===== config.mk =====
export PLATFORM = sky130hd
export DESIGN_NAME = nonuniform_second_derivative_core
export DESIGN_NICKNAME = d
export VERILOG_FILES = /design/src/rtl/nsd_pkg.sv /design/src/rtl/nonuniform_second_derivative_core.sv
export VERILOG_INCLUDE_DIRS = /design/src /design/src/rtl
export SDC_FILE = /design/constraint.sdc
export NUM_CORES = 2
export LEC_CHECK = 0
export BUFFER_PORTS_ARGS = -buffer_cell sky130_fd_sc_hd__buf_2
export CAP_MARGIN = 0
export CORE_ASPECT_RATIO = 0.6
export CORE_MARGIN = 4
export CORE_UTILIZATION = 30
export DETAILED_ROUTE_END_ITERATION = 8
export GPL_TIMING_DRIVEN = 0
export HOLD_SLACK_MARGIN = 0.12
export PLACE_DENSITY = 0.44
export RECOVER_POWER = 100
export SLEW_MARGIN = 20
export SYNTH_ARGS = -nofsm -noshare
export SYNTH_HDL_FRONTEND = slang
export SYNTH_SLANG_ARGS = --single-unit

===== constraint.sdc =====
create_clock -name clk -period 17.5 [get_ports clk]
set_clock_uncertainty 0.15 [all_clocks]
set_input_delay 1.75 -clock clk [delete_from_list [all_inputs] [get_ports clk]]
set_output_delay 1.75 -clock clk [all_outputs]
set_load 0.02 [all_outputs]

===== src/rtl/assert_macros.svh =====
// ----------------------------------------------------------------------------
// Assertion macros
// Clocked concurrent assertion helpers shared by the RTL. Each macro takes a
// label, the clock, the reset, the condition(s) and a message. Defining
// NO_ASSERTIONS compiles every use away.
// ----------------------------------------------------------------------------
`ifndef ASSERT_MACROS_SVH
`define ASSERT_MACROS_SVH

`ifndef NO_ASSERTIONS

// The condition must hold at every clock edge outside reset.
`define ASSERT_ALWAYS(lbl, clk, rst, cond, msg) \
  lbl: assert property (@(posedge clk) disable iff (rst) (cond)) else $error(msg);

// When the antecedent holds, the consequent must hold in the same cycle.
`define ASSERT_IMPLIES(lbl, clk, rst, ante, cons, msg) \
  lbl: assert property (@(posedge clk) disable iff (rst) (ante) |-> (cons)) else $error(msg);

// When the antecedent holds, the consequent must hold in the next cycle.
`define ASSERT_NEXT(lbl, clk, rst, ante, cons, msg) \
  lbl: assert property (@(posedge clk) disable iff (rst) (ante) |=> (cons)) else $error(msg);

`else

`define ASSERT_ALWAYS(lbl, clk, rst, cond, msg)
`define ASSERT_IMPLIES(lbl, clk, rst, ante, cons, msg)
`define ASSERT_NEXT(lbl, clk, rst, ante, cons, msg)

`endif

`endif


===== src/rtl/nsd_pkg.sv =====
// ----------------------------------------------------------------------------
// nsd_pkg
// Item types for the non-uniform second derivative core.
// ----------------------------------------------------------------------------
`default_nettype none

package nsd_pkg;

  // One input point of a series, Q16.16 fixed point.
  typedef struct packed {
    logic               start_series;
    logic [31:0]        sample_volume;
    logic signed [31:0] sample_value;
  } sample_t;

  // One result item for the middle point of the window.
  typedef struct packed {
    logic [31:0]        center_volume;
    logic signed [31:0] second_derivative;
    logic               divide_fault;
  } result_t;

endpackage

`default_nettype wire


===== src/rtl/nonuniform_second_derivative_core.sv =====
// ----------------------------------------------------------------------------
// Non-uniform second derivative core
// Three-point finite difference on a stream of (volume, value) points with
// uneven spacing, Q16.16 fixed point, built around one shared serial divider
// and one 32x32 multiplier under a small sequencer.
// ----------------------------------------------------------------------------
//
//   channel   direction   handshake                    payload
//   sample    in          sample_valid / sample_ready  nsd_pkg::sample_t
//   result    out         result_valid / result_ready  nsd_pkg::result_t
//
// A point that opens a series or fills the window only moves the window on
// and gives no result. Every later point holds the input while the sequencer
// runs on the restoring divider (one quotient bit a cycle): 48 steps and a
// capture for each slope, the two products and their sum, 64 steps and a
// capture for the final quotient, and the load of the output register.
// A spacing of zero skips the arithmetic and loads a faulted zero result.
// Reset (rst, synchronous) empties the window and drops any pending result.
// A stalled result waits in the output register; the next point is taken
// meanwhile and the sequencer only holds once its own result is ready.
// ----------------------------------------------------------------------------
`default_nettype none
`include "assert_macros.svh"

module nonuniform_second_derivative_core (
  input  wire logic              clk,
  input  wire logic              rst,
  input  wire logic              sample_valid,
  output logic                   sample_ready,
  input  wire nsd_pkg::sample_t  sample,
  output logic                   result_valid,
  input  wire logic              result_ready,
  output nsd_pkg::result_t       result
);

  localparam logic [6:0] SlopeSteps = 7'd48;
  localparam logic [6:0] FinalSteps = 7'd64;

  typedef enum logic [2:0] {
    S_IDLE,
    S_DIV_B,
    S_DIV_F,
    S_MUL_A,
    S_MUL_B,
    S_SUM,
    S_DIV_C,
    S_DONE
  } state_t;

  // Magnitude of a 33-bit signed difference of two 32-bit numbers.
  function automatic logic [31:0] abs33(input logic [32:0] d);
    logic [32:0] m;
    begin
      m = d[32] ? (~d + 33'd1) : d;
      return m[31:0];
    end
  endfunction

  // Apply a sign to a quotient magnitude and saturate to signed 32 bits.
  function automatic logic [31:0] sat_q(input logic [63:0] mag, input logic neg);
    logic [31:0] r;
    begin
      if (neg) begin
        r = (mag > 64'h0000_0000_8000_0000) ? 32'h8000_0000 : (~mag[31:0] + 32'd1);
      end else begin
        r = (mag > 64'h0000_0000_7FFF_FFFF) ? 32'h7FFF_FFFF : mag[31:0];
      end
      return r;
    end
  endfunction

  state_t      state;
  logic [1:0]  held;

  // Window of the two previous points.
  logic [31:0] older_volume;
  logic [31:0] older_value;
  logic [31:0] middle_volume;
  logic [31:0] middle_value;

  // Operands captured when the third point arrives.
  logic [31:0] h1_mag, h2_mag, hh_mag;
  logic        h1_neg, h2_neg, hh_neg;
  logic [31:0] dyf_mag;
  logic        dyf_neg;
  logic [31:0] bw, fw;
  logic [63:0] ta_mag, tb_mag;
  logic        ta_neg, tb_neg;
  logic [31:0] center_vol;
  logic [31:0] deriv;
  logic        fault;

  // Shared divider: quotient/dividend shifter, partial remainder, divisor.
  logic [63:0] dq;
  logic [31:0] drem;
  logic [31:0] dden;
  logic [6:0]  dcnt;
  logic        quot_neg;

  logic        accept;
  logic [32:0] h1_d, h2_d, hh_d, dyb_d, dyf_d;
  logic        any_zero;
  logic [32:0] rem_sh, rem_sub;
  logic        rem_ge;
  logic [31:0] mul_a, mul_s, mul_b;
  logic [63:0] product;
  logic [64:0] sum_diff;
  logic [63:0] sum_num;
  logic        sum_neg;
  logic [31:0] quot_sat;

  assign sample_ready = (state == S_IDLE);
  assign accept       = sample_valid && sample_ready;

  // Spacings and value differences of the incoming window.
  assign h1_d  = {1'b0, sample.sample_volume} - {1'b0, middle_volume};
  assign h2_d  = {1'b0, middle_volume} - {1'b0, older_volume};
  assign hh_d  = {1'b0, sample.sample_volume} - {1'b0, older_volume};
  assign dyb_d = {middle_value[31], middle_value} - {older_value[31], older_value};
  assign dyf_d = {sample.sample_value[31], sample.sample_value}
               - {middle_value[31], middle_value};
  assign any_zero = (h1_d == 33'd0) || (h2_d == 33'd0) || (hh_d == 33'd0);

  // One restoring divide step; the remainder always stays below the divisor.
  assign rem_sh  = {drem, dq[63]};
  assign rem_ge  = (rem_sh >= {1'b0, dden});
  assign rem_sub = rem_sh - {1'b0, dden};
  assign quot_sat = sat_q(dq, quot_neg);

  // Shared multiplier: spacing magnitude times slope magnitude.
  assign mul_a   = (state == S_MUL_A) ? h1_mag : h2_mag;
  assign mul_s   = (state == S_MUL_A) ? bw : fw;
  assign mul_b   = mul_s[31] ? (~mul_s + 32'd1) : mul_s;
  assign product = {32'd0, mul_a} * {32'd0, mul_b};

  // Signed sum of the two weighted slope terms, as magnitude and sign.
  assign sum_diff = {1'b0, ta_mag} - {1'b0, tb_mag};
  always_comb begin
    priority if (ta_neg == tb_neg) begin
      sum_num = ta_mag + tb_mag;
      sum_neg = ta_neg;
    end else if (!sum_diff[64]) begin
      sum_num = sum_diff[63:0];
      sum_neg = ta_neg;
    end else begin
      sum_num = ~sum_diff[63:0] + 64'd1;
      sum_neg = tb_neg;
    end
  end

  // Sequencer, window, divider and output register.
  always_ff @(posedge clk) begin
    if (rst) begin
      state        <= S_IDLE;
      held         <= 2'd0;
      dcnt         <= 7'd0;
      result_valid <= 1'b0;
    end else begin
      // In the done state the output register is reloaded whenever it drains.
      if (result_valid && result_ready && state != S_DONE) begin
        result_valid <= 1'b0;
      end

      unique case (state)
        S_IDLE: begin
          if (accept) begin
            if (sample.start_series || held == 2'd0) begin
              older_volume  <= 32'd0;
              older_value   <= 32'd0;
              middle_volume <= sample.sample_volume;
              middle_value  <= sample.sample_value;
              held          <= 2'd1;
            end else begin
              older_volume  <= middle_volume;
              older_value   <= middle_value;
              middle_volume <= sample.sample_volume;
              middle_value  <= sample.sample_value;
              held          <= 2'd2;
              if (held == 2'd2) begin
                center_vol <= middle_volume;
                h1_mag     <= abs33(h1_d);
                h1_neg     <= h1_d[32];
                h2_mag     <= abs33(h2_d);
                h2_neg     <= h2_d[32];
                hh_mag     <= abs33(hh_d);
                hh_neg     <= hh_d[32];
                dyf_mag    <= abs33(dyf_d);
                dyf_neg    <= dyf_d[32];
                if (any_zero) begin
                  deriv <= 32'd0;
                  fault <= 1'b1;
                  state <= S_DONE;
                end else begin
                  fault    <= 1'b0;
                  dq       <= {abs33(dyb_d), 32'd0};
                  drem     <= 32'd0;
                  dden     <= abs33(h2_d);
                  dcnt     <= SlopeSteps;
                  quot_neg <= dyb_d[32] ^ h2_d[32];
                  state    <= S_DIV_B;
                end
              end
            end
          end
        end

        S_DIV_B, S_DIV_F, S_DIV_C: begin
          if (dcnt != 7'd0) begin
            drem <= rem_ge ? rem_sub[31:0] : rem_sh[31:0];
            dq   <= {dq[62:0], rem_ge};
            dcnt <= dcnt - 7'd1;
          end else if (state == S_DIV_B) begin
            // Backward slope done; start the forward slope.
            bw       <= quot_sat;
            dq       <= {dyf_mag, 32'd0};
            drem     <= 32'd0;
            dden     <= h1_mag;
            dcnt     <= SlopeSteps;
            quot_neg <= dyf_neg ^ h1_neg;
            state    <= S_DIV_F;
          end else if (state == S_DIV_F) begin
            fw    <= quot_sat;
            state <= S_MUL_A;
          end else begin
            deriv <= quot_sat;
            state <= S_DONE;
          end
        end

        S_MUL_A: begin
          ta_mag <= product;
          ta_neg <= h1_neg ^ bw[31];
          state  <= S_MUL_B;
        end

        S_MUL_B: begin
          tb_mag <= product;
          tb_neg <= h2_neg ^ fw[31];
          state  <= S_SUM;
        end

        S_SUM: begin
          dq       <= sum_num;
          drem     <= 32'd0;
          dden     <= hh_mag;
          dcnt     <= FinalSteps;
          quot_neg <= sum_neg ^ hh_neg;
          state    <= S_DIV_C;
        end

        S_DONE: begin
          if (!result_valid || result_ready) begin
            result_valid             <= 1'b1;
            result.center_volume     <= center_vol;
            result.second_derivative <= deriv;
            result.divide_fault      <= fault;
            state                    <= S_IDLE;
          end
        end

        default: begin
          state <= S_IDLE;
        end
      endcase
    end
  end

  // A faulted result always carries a zero derivative.
  `ASSERT_IMPLIES(a_fault_zero, clk, rst, result_valid && result.divide_fault,
                  result.second_derivative == 32'sd0, "faulted result has nonzero derivative")

  // The divider step counter never runs past the longest division.
  `ASSERT_ALWAYS(a_dcnt_range, clk, rst, dcnt <= FinalSteps, "divider counter out of range")

  // A third point in a running series always starts the sequencer.
  `ASSERT_NEXT(a_third_busy, clk, rst,
               accept && !sample.start_series && held == 2'd2,
               state != S_IDLE, "third point did not start computation")

endmodule

`default_nettype wire


---- After elaboration in Yosys (flattened, before gate mapping) ----
Cells that the tools add are included.
word-level totals
  flip-flop bits (word level) ............. 726
  output and inout bits ................... 67
  logic and storage cells ................. 194
operators by class
  add/sub/neg operators ................... 17
  multiply operators ...................... 1
  $lt $le $gt $ge ......................... 3
  equal/unequal tests ..................... 21
  mux-type cells .......................... 73
  bitwise gates (word level) .............. 17
  reductions and logical operators ........ 30
operators by type and width
  cell                                                              number
  2-to-1 mux 32 bit                                                 31
  2-to-1 mux 64 bit                                                 8
  adder 32 x 1 -> 32 bit (second input constant)                    7
  inverter 32 bit                                                   7
  case mux 32 bit (3 select lines)                                  2
  case mux 64 bit (3 select lines)                                  1
  subtractor 32 x 32 -> 33 bit                                      5
  logical NOT 33 bit                                                3
  subtractor 64 x 64 -> 65 bit                                      1
  adder 64 x 1 -> 64 bit (second input constant)                    1
  adder 64 bit                                                      1
  greater-than comparator 64 x 31 -> 1 bit (second input constant)  1
  greater-than comparator 64 x 32 -> 1 bit (second input constant)  1
  multiplier 32 x 32 -> 64 bit                                      1
  inverter 64 bit                                                   1
  case mux 32 bit (2 select lines)                                  1
  2-to-1 mux 7 bit                                                  6
  >= comparator 33 x 32 -> 1 bit                                    1
  subtractor 32 bit                                                 1
  2-to-1 mux 3 bit                                                  8
  case mux 7 bit (3 select lines)                                   1
  case mux 3 bit (6 select lines)                                   1
  AND reduction 5 bit                                               3
  inequality test 2 bit (second input constant)                     7
  29 further kinds                                                  62

---- Logic depth before layout (Yosys ltp) ----
  depth after elaboration ................. 9
  depth in mapped cells ................... 48

---- Least setup slack after synthesis ----
Ideal clock, no wire load.
  kind .................................... input port to flip-flop
  start ................................... input port rst
  end ..................................... register center_vol[0] (enable)
  library setup time ...................... 546 ps
  arrival time ............................ 11,626 ps
  slack ................................... 5,179 ps
  stages on the path ...................... 3
  path buffers ............................ 1
  cell sequence ........................... clkbuf_1 > nor2_1 > and3_1
between the ends
  longest elaborated chain between the ends .. 2
ends and longest elaborated chain
  what                                  line                                      text
  start, declared                       nonuniform_second_derivative_core.sv:27   input wire logic rst,
  inverter 1 bit (no source line)       -
  AND reduction 5 bit (no source line)  -
  end signal, assigned                  nonuniform_second_derivative_core.sv:180  center_vol <= middle_volume;
  end, declared                         nonuniform_second_derivative_core.sv:89   logic [31:0] center_vol;
No other way between the ends.
A chain may end at the register's enable or synchronous reset.

---- Worst setup path after layout ----
  start ................................... register state[1]
  end ..................................... register tb_mag[60], data pin
between the ends
  longest elaborated chain between the ends .. 6
  elaborated cells on any way between the ends .. 7
ends and longest elaborated chain
  what                              line                                                                                text
  start, declared                   nonuniform_second_derivative_core.sv:72                                             state_t state;
  start signal, assigned            nonuniform_second_derivative_core.sv:154                                            state <= S_IDLE;
  start signal, assigned            nonuniform_second_derivative_core.sv:192                                            state <= S_DONE;
  start signal, assigned            nonuniform_second_derivative_core.sv:200                                            state <= S_DIV_B;
  equality test 3 x 2 -> 1 bit (*)  nonuniform_second_derivative_core.sv:131, nonuniform_second_derivative_core.sv:132
  2-to-1 mux 32 bit                 nonuniform_second_derivative_core.sv:132                                            assign mul_s = (state == S_MUL_A) ? bw : fw;
  inverter 32 bit                   nonuniform_second_derivative_core.sv:133                                            assign mul_b = mul_s[31] ? (~mul_s + 32'd1) : mul_s;
  adder 32 x 1 -> 32 bit            nonuniform_second_derivative_core.sv:133
  2-to-1 mux 32 bit                 nonuniform_second_derivative_core.sv:133
  multiplier 32 x 32 -> 64 bit (*)  nonuniform_second_derivative_core.sv:134                                            assign product = {32'd0, mul_a} * {32'd0, mul_b};
  named net product[60]             nonuniform_second_derivative_core.sv:106                                            logic [63:0] product;
  end signal, assigned              nonuniform_second_derivative_core.sv:237                                            tb_mag <= product;
  end, declared                     nonuniform_second_derivative_core.sv:87                                             logic [63:0] ta_mag, tb_mag;
Mark *: on every way through the listed nets, which the timed path passes. The rest lies on a longest branch.

==> impl_metrics.csv <==
group,metric,value,unit
synth,ys_ff_latch,726,
run,cap_violations,24,
synth,synth.net_count,10900,
synth,synth_edf_count,713,
timing,fin_crit,17100,ps
clock_network,root_buffer,"clkbuf_16",
outcome,outcome,"finished, violations left",
clock_network,worstSkewPairLatency,750,ps
clock_network,post_cts_buffers,0,
clock_network,cts_buffer_depth,3,
timing,max_slew.worst_pin.slew,2860,ps
grt,grt_use_total,0.263,
timing,slew_headroom,-0.907,
timing,finalSetupTns,0,ps
grt,grt_pass1_wl,544,mm
grt,antenna_found_initial,43,
synth,async_reset_ff_frac,0,
worst_hold_path,min_delay_path_depth,0,
timing,fmax,58.5,MHz
grt,gr-total-overflow,0,
setup_path,cp.arrival,17390,ps
drt,drc,0,
grt,grt_max_degree,49,
timing,slew_violations,415,
floorplan,start_util,0.303,
synth,synth_area_leader_cell,"edfxtp_1",
floorplan,io_pins,136,
timing,fin_crit_sh,0.977,
setup_path,startpoint_type,"flop",
setup_path,r2r-end,"tb_mag[60]",
synth,yosys.area.top_type_share,0.253,
drt,drt_iter0_markers,9044,
clock_network,clk_pin_slew,80,ps
worst_hold_path,holdCritStartpoint,"deriv[4]",
clock_network,cts_sinks,726,
floorplan,core_area,0.280,mm2
setup_path,end_kind,"flop",
setup_path,worst_path_max_delay_cell,"clkbuf_1",
place,globalplace.congestion,1.01,
final_layout,fin_nets,11200,
worst_hold_path,whs_endpoint,"result[5]",
synth,synthDistinctLibCells,97,
timing,setup_violations,0,
setup_path,crit_type,"flop to flop",
grt,grt_pass1_vias,69600,
clock_network,cts_buffers,86,
floorplan,die_area,0.291,mm2
timing,rsz0062_at_grt,"no",
clock_network,htreeDepth,3,
drt,wire_per_inst,29.1,um
setup_path,path_max_fanout,19,
setup_path,ff2ff_path_depth,34,
place,io_buffers,135,
drt,first_pass_iters,8,
synth,yosysSeqAreaShare,0.256,
final_layout,area_delta_synth_final,11.2,%
drt,num_vias,73300,
synth,syn_area,0.0847,mm2
floorplan,placementRows,150,
setup_path,r2r_slack,400,ps
final_layout,drive_above_1_share,0.0404,
outcome,violations,"max-capacitance violations, max-slew violations",
place,dp_hpwl,331,mm
synth,synth_common_cells,"1,360 x inv_1, 1,074 x nand2_1, 951 x nor2_1",
drt,drt-vias-per-instance,5.44,
synth,synth_area_leaders,"edfxtp_1 25%, fa_1 21%, ha_1 8.7%, inv_1 6.0%, nand2_1 4.8%",
clock_network,cts_tree,"done",
setup_path,crit_top_cell,"fa_1",
synth,synthMostInstantiatedCell,"inv_1",
synth,postSynthAreaPerCell,9.08,um2
synth,synth_flop_cell,"edfxtp_1",
timing,final_hold_viol_count,0,
clock_network,postCtsHoldBufs,0,
worst_hold_path,min_path_type,"flop to flop",
synth,syn_inst,9328,
setup_path,crit_path_max_incr_delay,1080,ps
floorplan,die_h,420,um
setup_path,worstReg2RegStart,"state[1]",
setup_path,cp.required,17790,ps
floorplan,die_w,694,um
synth,ys_warn_count,0,
drt,postRouteAntennaNets,0,
drt,wirelength,391,mm
==> per-stage QoR <==
stage	cells	utilization	area (um2)	setup slack [ps]	hold slack (ps)
after floorplan	9328	-	84700	5180	250
after global placement	13200	0.322	90000	-2700	258
after detailed placement	13300	0.329	92100	-61.4	255
after CTS	13400	0.339	94900	230	265
after global routing	13400	0.337	94100	135	278
final	13500	0.337	94200	402	255
==> sequential cells by signal, indices dropped and copies added (netlist names), 64 cells and up <==
name and cells:
ta_mag 64, tb_mag 64, result 65, dq 64
==> logic make-up after synthesis <==
family	share of synthesized area
muxes	0.0166
AOI/OAI and AO/OA	0.136
DFF	0.256
xor gates and xnor gates	0.0579
buffers and inverters	0.0774
and+or+nand+nor	0.156
adders and majority gates	0.301
==> metal layers <==
| layer | track usage | vias to the layer above | wire [um] |
|---|---|---|---|
| li1 | - | 32100 | - |
| met1 | 0.434 | 37300 | 200000 |
| met2 | 0.324 | 3490 | 139000 |
| met3 | 0.0790 | 339 | 44900 |
| met4 | 0.0477 | 10 | 7630 |
| met5 | 0 | - | 348 |
==> critical path, delay by kind of cell (launching register included) <==
family / cells / cell delay [ps]
AOI/OAI and AO/OA: 8 / 3470
xor gates and xnor gates: 2 / 1330
buffers and inverters: 11 / 5310
adders and majority gates: 9 / 4850
and+or+nand+nor: 3 / 990
muxes: 1 / 280
DFF: 1 / 320
==> worst max path at each step <==
| stage | slack, ps | depth (start not counted) | end | from |
|---|---|---|---|---|
| finish | 400 | 34 | tb_mag[60] | state[1] |
| global route | 140 | 35 | ta_mag[60] | state[1] |
| CTS | 230 | 37 | tb_mag[60] | state[1] |
| detailed placement | -60 | 37 | tb_mag[60] | state[1] |
| global placement | -2700 | 39 | ta_mag[60] | state[1] |
| floorplan | 5180 | 3 | center_vol[0] | rst |
==> timing repair <==
item	4_1_cts	5_1_grt
cloned	0	0
resized for setup	1	6
setup endpoints to repair	2	26
==> layout by cell type, fill, tap and decap left out, types with 37 or more instances in the layout <==
cell	n
a31oi_1	66
clkbuf_16	86
nor3_1	202
or3_1	51
inv_1	1360
ha_1	591
xor2_1	149
nor2_1	950
o211ai_1	37
a21oi_1	488
and3_1	58
nor2b_1	54
edfxtp_1	713
o21bai_1	56
nand2_1	1074
o21ai_0	346
clkbuf_1	522
o21a_1	75
nand2b_1	57
mux2i_1	104
o31ai_1	79
fa_1	904
or2_2	42
nand3_1	106
nor4_1	47
xnor2_1	370
a21o_1	160
a211oi_1	56
nand4_1	57
and2_1	54
==> final cells by class <==
cell class / count / area [um2]
well taps: 3724 / 4660
plain buffers: 375 / 1470
clock inverters: 55 / 551
flip-flops and latches: 726 / 21700
inverters: 1366 / 5130
clock buffers: 101 / 2210
fillers: 29200 / 185000
multi-input cells: 6860 / 57100
diodes: 21 / 52.6
repair buffers: 237 / 1320
Power is left out: the tool's default activity adds up to more than one toggle a clock period on the data nets, which glitch-free logic cannot reach.
